[config.mk]
export PLATFORM = sky130hd
export DESIGN_NAME = com_ctrl
export DESIGN_NICKNAME = d
export VERILOG_FILES = /design/src/rtl/core/com_pkg.sv /design/src/rtl/core/com_ctrl.sv
export SDC_FILE = /design/constraint.sdc
export NUM_CORES = 1
export LEC_CHECK = 0
export BUFFER_PORTS_ARGS = -buffer_cell sky130_fd_sc_hd__buf_2
export CORE_MARGIN = 10
export CORE_UTILIZATION = 40
export DETAILED_ROUTE_END_ITERATION = 8
export SYNTH_ARGS = -nofsm -noshare
export SYNTH_HDL_FRONTEND = slang
export SYNTH_SLANG_ARGS = --single-unit
[constraint.sdc]
create_clock -name clk -period 2.35 [get_ports clk]
set_input_delay 0 -clock clk [delete_from_list [all_inputs] [get_ports clk]]
set_output_delay 0 -clock clk [all_outputs]
set_load 0.1 [all_outputs]
[src/rtl/core/com_pkg.sv]
// shared types and constants of the cluster occupancy map
// used by the top, controller, datapath and divider modules of the block
package com_pkg;

  localparam int MAX_CELLS   = 1024;
  localparam int NUM_STATES  = 16;
  localparam int COUNT_WIDTH = 48;
  localparam int CELL_W      = 10;
  localparam int CELLS_W     = 11;
  localparam int STATE_W     = 4;
  localparam int ADDR_W      = CELL_W + STATE_W;
  localparam int DEPTH       = MAX_CELLS * NUM_STATES;
  localparam int IDX_W       = 3;
  localparam int DATA_W      = 48;

  localparam logic [STATE_W-1:0] STATE_FREE   = 4'd0;
  localparam logic [STATE_W-1:0] STATE_SYSTEM = 4'd1;

  typedef enum logic [1:0] {
    ACT_CLEAR = 2'd0,
    ACT_FILL  = 2'd1,
    ACT_MARK  = 2'd2,
    ACT_READ  = 2'd3
  } action_t;

  localparam logic [IDX_W-1:0] REG_TOTAL      = 3'd0;
  localparam logic [IDX_W-1:0] REG_CELLS      = 3'd1;
  localparam logic [IDX_W-1:0] REG_EACH_CELL  = 3'd2;
  localparam logic [IDX_W-1:0] REG_FINAL_CELL = 3'd3;
  localparam logic [IDX_W-1:0] REG_OPPOSITE   = 3'd4;
  localparam logic [IDX_W-1:0] REG_EACH_CLU   = 3'd5;
  localparam logic [IDX_W-1:0] REG_FINAL_CLU  = 3'd6;

  // commands from the controller
  typedef struct packed {
    logic load;
    logic clr_step;
    logic clr_zero;
    logic fill_step;
    logic div_go;
    logic n_init;
    logic n_seg;
    logic rd_to;
    logic wr_to;
    logic rd_from;
    logic wr_from;
    logic n_adv;
    logic o_mul;
    logic o_adj;
    logic o_end;
    logic o_step;
    logic r_issue;
    logic r_cmp;
    logic fin;
    logic fin_ok;
  } cmd_t;

  // status back to the controller
  typedef struct packed {
    action_t in_action;
    logic    opp;
    logic    clr_last;
    logic    fill_last;
    logic    bad;
    logic    div_done;
    logic    n_work;
    logic    n_last;
    logic    o_more;
    logic    sel_bad;
    logic    r_last;
  } sts_t;

endpackage

[src/rtl/core/com_ctrl.sv]
// controller state machine sequencing every action
// depends on com_pkg
module com_ctrl (
  input  logic          clk,
  input  logic          rst,
  input  logic          start,
  output logic          busy,
  input  com_pkg::sts_t sts,
  output com_pkg::cmd_t cmd
);
  import com_pkg::*;

  typedef enum logic [18:0] {
    S_IDLE    = 19'h00001,
    S_CLEAR   = 19'h00002,
    S_FILL    = 19'h00004,
    S_CHECK   = 19'h00008,
    S_DIV     = 19'h00010,
    S_NSEG    = 19'h00020,
    S_RD_TO   = 19'h00040,
    S_WR_TO   = 19'h00080,
    S_RD_FROM = 19'h00100,
    S_WR_FROM = 19'h00200,
    S_ADV     = 19'h00400,
    S_OMUL    = 19'h00800,
    S_OADJ    = 19'h01000,
    S_OEND    = 19'h02000,
    S_OSTEP   = 19'h04000,
    S_RISSUE  = 19'h08000,
    S_RCMP    = 19'h10000,
    S_ACCEPT  = 19'h20000,
    S_REJECT  = 19'h40000
  } fsm_t;

  fsm_t state;
  fsm_t state_next;
  logic wipe;

  assign busy = state != S_IDLE;

  // wipe marks the clearing pass after reset
  always_ff @(posedge clk) begin
    if (rst) begin
      state <= S_CLEAR;
      wipe  <= 1'b1;
    end else begin
      state <= state_next;
      if (state == S_CLEAR && sts.clr_last) begin
        wipe <= 1'b0;
      end
    end
  end

  // next state and commands
  always_comb begin
    state_next = state;
    cmd        = '0;
    case (state)
      S_IDLE: begin
        if (start) begin
          cmd.load = 1'b1;
          case (sts.in_action)
            ACT_CLEAR: state_next = S_CLEAR;
            ACT_FILL:  state_next = sts.opp ? S_ACCEPT : S_FILL;
            ACT_MARK:  state_next = S_CHECK;
            default:   state_next = S_RISSUE;
          endcase
        end
      end
      S_CLEAR: begin
        cmd.clr_step = 1'b1;
        cmd.clr_zero = wipe;
        if (sts.clr_last) begin
          state_next = wipe ? S_IDLE : S_ACCEPT;
        end
      end
      S_FILL: begin
        cmd.fill_step = 1'b1;
        if (sts.fill_last) begin
          state_next = S_ACCEPT;
        end
      end
      S_CHECK: begin
        if (sts.bad) begin
          state_next = S_REJECT;
        end else if (sts.opp) begin
          state_next = S_OMUL;
        end else begin
          cmd.div_go = 1'b1;
          state_next = S_DIV;
        end
      end
      S_DIV: begin
        if (sts.div_done) begin
          cmd.n_init = 1'b1;
          state_next = S_NSEG;
        end
      end
      S_NSEG: begin
        cmd.n_seg  = 1'b1;
        state_next = sts.n_work ? S_RD_TO : S_ACCEPT;
      end
      S_RD_TO: begin
        cmd.rd_to  = 1'b1;
        state_next = S_WR_TO;
      end
      S_WR_TO: begin
        cmd.wr_to  = 1'b1;
        state_next = S_RD_FROM;
      end
      S_RD_FROM: begin
        cmd.rd_from = 1'b1;
        state_next  = S_WR_FROM;
      end
      S_WR_FROM: begin
        cmd.wr_from = 1'b1;
        state_next  = S_ADV;
      end
      S_ADV: begin
        cmd.n_adv  = 1'b1;
        state_next = sts.n_last ? S_ACCEPT : S_NSEG;
      end
      S_OMUL: begin
        cmd.o_mul  = 1'b1;
        state_next = S_OADJ;
      end
      S_OADJ: begin
        cmd.o_adj  = 1'b1;
        state_next = S_OEND;
      end
      S_OEND: begin
        cmd.o_end  = 1'b1;
        state_next = S_OSTEP;
      end
      S_OSTEP: begin
        if (sts.o_more) begin
          cmd.o_step = 1'b1;
        end else begin
          state_next = S_ACCEPT;
        end
      end
      S_RISSUE: begin
        if (sts.sel_bad) begin
          state_next = S_REJECT;
        end else begin
          cmd.r_issue = 1'b1;
          state_next  = S_RCMP;
        end
      end
      S_RCMP: begin
        cmd.r_cmp  = 1'b1;
        state_next = sts.r_last ? S_ACCEPT : S_RISSUE;
      end
      S_ACCEPT: begin
        cmd.fin    = 1'b1;
        cmd.fin_ok = 1'b1;
        state_next = S_IDLE;
      end
      S_REJECT: begin
        cmd.fin    = 1'b1;
        state_next = S_IDLE;
      end
      default: state_next = S_IDLE;
    endcase
  end

endmodule

* Word-level counts from Yosys, hierarchy flattened
Index checks and enable logic that the tools add are counted.
Storage, ports and cells: flip-flop bits (word level) 20, input port bits 15, output and inout bits 21
Operators by class: equality and inequality tests 27, multiplexer cells 40, reduce and logical (&&, ||, !) cells 4
Operators with widths (count):
- 19-bit one-hot mux with 17 select lines | 1
- 19-bit two-way mux | 7
- 18-bit two-way mux | 5
- 18-bit one-hot mux with 3 select lines | 1
- 1-bit two-way mux | 24
- 19-bit by 1-bit == test with 1-bit output, second input constant | 1
- 19-bit by 10-bit == test with 1-bit output, second input constant | 1
- 19-bit by 11-bit == test with 1-bit output, second input constant | 1
- 19-bit by 12-bit == test with 1-bit output, second input constant | 1
- 19-bit by 13-bit == test with 1-bit output, second input constant | 1
- 19-bit by 14-bit == test with 1-bit output, second input constant | 1
- 19-bit by 15-bit == test with 1-bit output, second input constant | 1
- 19-bit by 16-bit == test with 1-bit output, second input constant | 1
- 19-bit by 17-bit == test with 1-bit output, second input constant | 1
- 19-bit by 18-bit == test with 1-bit output, second input constant | 1
- 19-bit == test, second input constant | 1
- 19-bit by 2-bit == test with 1-bit output, second input constant | 1
- 19-bit by 3-bit == test with 1-bit output, second input constant | 1
- 19-bit by 4-bit == test with 1-bit output, second input constant | 1
- 19-bit by 5-bit == test with 1-bit output, second input constant | 1
- 19-bit by 6-bit == test with 1-bit output, second input constant | 1
- 19-bit by 7-bit == test with 1-bit output, second input constant | 1
- 19-bit by 8-bit == test with 1-bit output, second input constant | 1
- 19-bit by 9-bit == test with 1-bit output, second input constant | 1
- other kinds (10) | 14

* Longest topological paths before layout
Gate-level depths: netlist of run 1.
word-level depth 4, depth in mapped cells 8, gate-level depth less buffers 6

* Worst setup path after synthesis of run 1
Ideal clock, no wire load.
path type reg-to-reg, start point reg state[4], end point reg state[12], setup time 0.084 ns, arrival time 4.244 ns, setup slack -1.978 ns, stages on the path, launching flop included 5, path buffers 0, clock period less this slack 4.328 ns, cells stage by stage dfxtp_1 nor4_4 nand2_1 nor4_1 nor3b_1
Between the ends: cells in the longest elaborated chain, start to end 3, elaborated cells between the ends (all ways) 24, classes of those cells eq/ne (22); mux (1); reduce/logical (1)
RTL lines:
- from (decl) | line com_ctrl.sv:35 | fsm_t state;
- from (signal assigned) | line com_ctrl.sv:47 | state <= state_next;
- 19-bit by 2-bit == test with 1-bit output, or another cell as far along | line com_ctrl.sv:58 | case (state)
- 2-bit inequality test (no source line)
- 5-bit AND reduction (no source line)
Several ways; a longest one is shown, not always the timed one. A chain may end at the register's enable or synchronous reset.

==> results of run 1 <==
through the flow:
stage               area, um2  power (mW)  util, %
finish                   2090       0.945     62.7
global placement         1890       0.753     56.7
detailed placement       1890       0.758     56.7
CTS                      1990       0.926     59.7
global route             2090       0.993     62.7
floorplan                1520       0.684        -
cell usage in the layout, fill, tap and decap left out, types with 3 or more instances in the layout:
cell type,instances
buf_2,19
nor2_1,14
dlygate4sd3_1,6
nor4_4,9
a21oi_1,4
o21ai_0,3
dfxtp_2,6
buf_4,15
nor3b_1,8
xnor2_1,3
dfxtp_1,13
nand3b_1,3
nor3_1,4
or2_2,3
buf_12,9
nor4_2,4
clkbuf_4,6
nor4_1,6
nor3_4,4
nand2_1,13
or4_1,5
inv_1,7
cell families after synthesis:
group           after synthesis  synth area share [%]
flops                        20                  29.0
xor+xnor                      5                  3.17
buf+inv                      13                  4.62
compound gates               16                  7.79
simple gates                107                  55.4
cell type report:
class                           count  area (um2)  share of cell area [%]
Timing Repair Buffer               54         493                    23.6
Inverter                            7        26.3                    1.26
Sequential cell                    20         412                    19.7
Tap cell                           46        57.6                    2.75
Clock buffer                        3        22.5                    1.08
Multi-Input combinational cell    128        1080                    51.7
critical path: stages (launching register included):
cell	delay [ns]
dfxtp_4	0.38
nor4_4	0.51
nand4_4	0.21
or3_4	0.41
nor3b_4	0.26
buf_12	0.21
worst min-delay path by stage:
| stage | end | slack [ns] | cells past startpoint |
|---|---|---|---|
| CTS | state[3]$_SDFFE_PP0P_ | 0.01 | 2 |
| detailed placement | state[16]$_SDFFE_PP0P_ | 0.22 | 2 |
| global placement | state[16]$_SDFFE_PP0P_ | 0.21 | 2 |
| finish | state[3]$_SDFFE_PP0P_ | 0.02 | 2 |
| floorplan | state[11]$_SDFFE_PP0P_ | 0.07 | 1 |
| global route | state[3]$_SDFFE_PP0P_ | 0.02 | 2 |
synth_stat cells, types with 2 or more instances:
master,n
nor4b_1,2
nand2_1,14
nand2b_1,2
nor2b_1,2
and3_1,2
dfxtp_1,20
buf_2,2
and2_1,2
or4_1,5
nor4_2,4
a21oi_1,4
nor2_1,16
inv_1,7
nor3b_1,8
nor4_1,11
nor4_4,4
nand3_1,2
or2_2,4
xor2_1,2
nor3b_2,2
nor3_1,9
and3b_1,2
or3_1,3
nand3b_1,3
xnor2_1,3
o21ai_0,3
what timing repair did:
item | CTS | global route
pin swaps | 2 | 7
hold buffers | 6 | 0
resized for setup | 4 | 20
endpoints found under the setup margin | 8 | 17
endpoints found under the hold margin | 8 | 0
setup buffers | 1 | 5
registers in the layout (all words and copies together) (netlist names):
name   count
state     19
wipe       1
layer usage:
metal	share of wire, %	track usage (%)	vias to the layer above
li1	-	-	705
met1	43	18.0	696
met2	50	25.3	45
met3	5.7	2.82	9
met4	1.1	3.23	0
met5	0	0	-
power breakdown:
| part | internal [mW] | switching (mW) |
|---|---|---|
| Combinational | 0.143 | 0.265 |
| Clock | 0.0596 | 0.102 |
| Sequential | 0.351 | 0.0259 |
| Total | 0.553 | 0.392 |
==> flow_metrics.py, run 1 <==
metrics = {
    "sta": {
        "slew_headroom_pct": 66.2,
        "final_max_slew_viol_count": 0,
        "fmax_ghz": 0.440,
        "worst_slack_ns": 0.0767,
        "fin_skew_ns": 0.00669,
        "period_share_pct": 96.7,
        "hold_ws_ns": 0.0201,
        "period_needed_ns": 2.27,
        "tightest_slew_ns": 0.504,
        "setup_viol": 0,
        "rsz0062_at_grt": "true",
        "hold_viol": 0,
        "tns_ns": 0,
    },
    "worst_setup_path": {
        "ff2ff_path_depth": 6,
        "critPathLaunchType": "flip-flop",
        "rr_endpoint": "state[0]$_SDFFE_PP0P_",
        "critPathRequiredTime_ns": 2.35,
        "cp-startpoint": "state[14]$_SDFFE_PP0P_",
        "crit_path_end_kind": "primary output",
        "worstSetupEndpoint": "cmd[12]",
        "ff2ff_setup_slack_ns": 0.16,
        "arrival_ns": 2.27,
        "worst-path-max-fanout": 5,
        "r2r_start": "state[4]$_SDFFE_PP0P_",
        "worst-setup-path-type": "flip-flop to primary output",
    },
    "global_routing": {
        "grt_max_degree": 15,
        "grt_pass1_wl_mm": 7.50,
        "grt_pass1_vias": 1553,
        "grt_usage_pct": 14.5,
        "antenna_found_initial": 0,
        "grt-ovfl-total": 0,
    },
    "logic_synthesis": {
        "synthCells": 161,
        "ys_warn_count": 0,
        "synth_area_leaders": "dfxtp_1 (29%), nor4_4 (6.2%), nor4_1 (5.0%)",
        "yosysSeqAreaShare_pct": 29.0,
        "yosys_most_used_dff": "dfxtp_1",
        "yosysUniqueCellTypes": 49,
        "syn-cell-area_um2": 1380,
        "syn_nets": 176,
        "synth_largest_area_cell": "dfxtp_1",
        "ys_seq_elements": 20,
        "syn_area_per_cell_um2": 8.58,
        "synth_top_area_share_pct": 29.0,
        "async_reset_ff_share_pct": 0,
        "synth_edf_count": 0,
    },
    "drt": {
        "vias_per_cell": 5.64,
        "drc": 0,
        "drtIter0Drc": 84,
        "wirelength_mm": 4.46,
        "postRouteAntennaNets": 0,
        "wl_per_cell_um": 17.3,
        "vias": 1455,
        "drt-pass1-iter-count": 4,
    },
    "placed_design": {
        "dpl.hpwl_mm": 3.65,
        "gp_congestion": 0.867,
        "dp_cells": 243,
        "dpl_worst_slack_ns": 0.118,
        "port_buffers": 35,
    },
    "die": {
        "row_count": 21,
        "core_area_um2": 3340,
        "initial_utilization_pct": 41.4,
        "die_x_um": 78.8,
        "dieArea_um2": 6200,
        "die_y_um": 78.8,
        "ioPinCount": 36,
    },
    "clocking": {
        "cts_tree": "yes",
        "cts.sinks": 20,
        "clock_latency_ns": 0.29,
        "cts_buffers": 3,
        "cts_max_level": 1,
        "clockRootBuffer": "clkbuf_4",
        "path_clk_slew_ns": 0.11,
        "clockBufferDepth": 2,
    },
    "layout": {
        "fillers": 309,
        "num-nets-final": 229,
        "drive_gt1_share_pct": 44.3,
        "diodes": 0,
        "syn2layout_area_growth_pct": 51.5,
        "final_cells": 258,
    },
    "pwr": {
        "leakage_nw": 0.826,
        "p_per_area_nw_per_um2": 452,
        "vdd_ir_drop_max_uv": 163,
    },
    "status": {
        "outcome": "finished clean",
    },
    "worst_hold_path": {
        "min_from": "sts[11]",
        "hp-class": "input pin to flip-flop",
    },
    "job": {
        "maxCapViolCount": 0,
    },
}
Power figures use the tool's default switching activity.
==> run 2, diff against run 1 <==
==> constraint.sdc (replaced) <==
create_clock -name clk -period 2.4 [get_ports clk]
set_input_delay 0 -clock clk [delete_from_list [all_inputs] [get_ports clk]]
set_output_delay 0 -clock clk [all_outputs]
set_load 0.1 [all_outputs]
==> run 2 against run 1 <==
Compared with the run above: final cell count is 2.7% lower; design area shrank 6.3%; flip-flop and latch count unchanged; setup slack got worse by 0.042 ns; clock skew fell by 0.0030 ns; highest routed layer unchanged; largest cell class unchanged; sequential share of layout area up 0.81 points; count of clock-buffer cells in the layout rose by 1.
==> flow_metrics.py, run 2 (synthesized netlist as in run 1, its figures left out) <==
metrics = {
    "pwr": {
        "p_clk_share_pct": 20.8,
        "leakage_nw": 0.768,
        "p_sw_mw": 0.381,
        "seqPwrFrac_pct": 39.2,
        "vdd_ir_drop_max_uv": 198,
        "switching_share_pct": 40.6,
        "comb_power_share_pct": 40.0,
        "p_per_area_nw_per_um2": 479,
        "internal_power_mw": 0.559,
    },
    "global_routing": {
        "grt_max_degree": 15,
        "antenna_found_initial": 0,
        "grt-ovfl-total": 0,
        "grt_pass1_vias": 1433,
        "grt_pass1_wl_mm": 6.89,
        "grt_usage_pct": 13.3,
    },
    "drt": {
        "vias_per_cell": 5.69,
        "drc": 0,
        "wirelength_mm": 4.29,
        "drt-pass1-iter-count": 4,
        "wl_per_cell_um": 17.1,
        "postRouteAntennaNets": 0,
        "vias": 1427,
        "drtIter0Drc": 115,
    },
    "die": {
        "initial_utilization_pct": 41.4,
        "die_y_um": 78.8,
        "die_x_um": 78.8,
        "row_count": 21,
        "dieArea_um2": 6200,
        "ioPinCount": 36,
        "core_area_um2": 3340,
    },
    "worst_setup_path": {
        "worst-setup-path-type": "flip-flop to primary output",
        "worstSetupEndpoint": "cmd[10]",
        "worst-path-max-fanout": 5,
        "crit_path_end_kind": "primary output",
        "critPathRequiredTime_ns": 2.40,
        "critPathLaunchType": "flip-flop",
        "ff2ff_path_depth": 6,
        "r2r_start": "state[1]$_SDFFE_PP1P_",
        "arrival_ns": 2.37,
        "ff2ff_setup_slack_ns": 0.13,
        "rr_endpoint": "state[2]$_SDFFE_PP0P_",
        "cp-startpoint": "state[15]$_SDFFE_PP0P_",
    },
    "sta": {
        "fmax_ghz": 0.423,
        "hold_ws_ns": 0.0108,
        "period_needed_ns": 2.37,
        "slew_headroom_pct": 66.7,
        "fin_skew_ns": 0.00370,
        "worst_slack_ns": 0.0349,
        "tightest_slew_ns": 0.495,
        "period_share_pct": 98.5,
        "setup_viol": 0,
        "final_max_slew_viol_count": 0,
        "rsz0062_at_grt": "true",
        "hold_viol": 0,
    },
    "clocking": {
        "clockBufferDepth": 2,
        "cts_tree": "yes",
        "clock_latency_ns": 0.30,
        "clockRootBuffer": "clkbuf_4",
        "cts_buffers": 3,
        "cts.sinks": 20,
        "cts_max_level": 1,
        "path_clk_slew_ns": 0.11,
    },
    "layout": {
        "largest_reg_flops": 19,
        "layout_commonest_cell": "buf_2",
        "diodes": 0,
        "fillers": 318,
        "drive_gt1_share_pct": 37.6,
        "top_register": "state",
        "largestRegisters": "state (19), wipe (1)",
        "syn2layout_area_growth_pct": 42.0,
        "layout_common_cells": "buf_2 (20), dfxtp_1 (19), nor2_1 (14)",
        "num-nets-final": 221,
    },
    "worst_hold_path": {
        "hp-class": "input pin to flip-flop",
    },
    "placed_design": {
        "dpl.hpwl_mm": 3.44,
        "gp_congestion": 0.871,
        "port_buffers": 35,
        "dpl_worst_slack_ns": 0.171,
    },
    "job": {
        "maxCapViolCount": 0,
    },
    "status": {
        "outcome": "finished clean",
    },
}
-- run 2: changes by cell type in the layout (fill, tap and decap cells not counted), sizes merged --
cell         before  now
clkbuf            6    9
buf              45   34
dlygate4sd3       6    7
-- run 2: how the worst min path moves through the flow --
stage / startpoint / to / slack (ns) / cells past startpoint
final: sts[5] / state[4]$_SDFFE_PP0P_ / 0.01 / 4
after global routing: sts[5] / state[4]$_SDFFE_PP0P_ / 0.01 / 4
after CTS: sts[11] / state[3]$_SDFFE_PP0P_ / 0.002 / 2
after detailed placement: sts[1] / state[16]$_SDFFE_PP0P_ / 0.22 / 2
after global placement: sts[1] / state[16]$_SDFFE_PP0P_ / 0.21 / 2
after floorplan: sts[6] / state[11]$_SDFFE_PP0P_ / 0.07 / 1
-- run 2: layout make-up --
cell class              count  area [um2]  area share [%]
inverters                   7        26.3            1.34
well taps                  46        57.6            2.93
multi-input cells         128        1060            53.9
repair buffers             46         383            19.5
flip-flops and latches     20         402            20.5
clock buffers               4        36.3            1.85
-- run 2: power groups by stage --
stage | registers, mW | logic [mW] | clock network (mW)
6_report | 0.368 | 0.376 | 0.195
5_1_grt | 0.372 | 0.398 | 0.222
4_1_cts | 0.369 | 0.356 | 0.203
3_5_place_dp | 0.376 | 0.347 | 0
3_3_place_gp | 0.377 | 0.344 | 0
2_1_floorplan | 0.356 | 0.314 | 0
-- run 2: metrics by stage --
step                cells  power, mW  cell area (um2)  utilization (%)  setup TNS (ns)
finish                251      0.940             1960             58.8               0
global route          251      0.992             1960             58.8         -0.0672
CTS                   248      0.927             1900             56.9         -0.0196
detailed placement    238      0.723             1790             53.7               0
global placement      238      0.721             1790             53.7               0
floorplan             161      0.670             1520                -           -4.50
-- run 2: metal layers --
layer	part of all wire, %	global-route usage (%)	up-vias
li1	-	-	697
met1	42	15.4	688
met5	0	0	-
met2	51	23.8	40
met4	0.14	3.05	0
met3	7.0	3.83	2
-- run 2: repair_timing --
action / CTS / global route
setup buffers: 0 / 2
endpoints found under the setup margin: 6 / 13
pin swaps: 0 / 5
hold endpoints to repair: 8 / 1
cloned: 0 / 0
hold buffers: 6 / 1
gates resized for setup: 5 / 11
-- run 2: worst max-delay path, stage by stage, from the launching register on --
cell,delay [ns]
dfxtp_1,0.40
nor4_4,0.53
nand2_2,0.26
nor4_1,0.37
and3b_1,0.31
buf_12,0.20
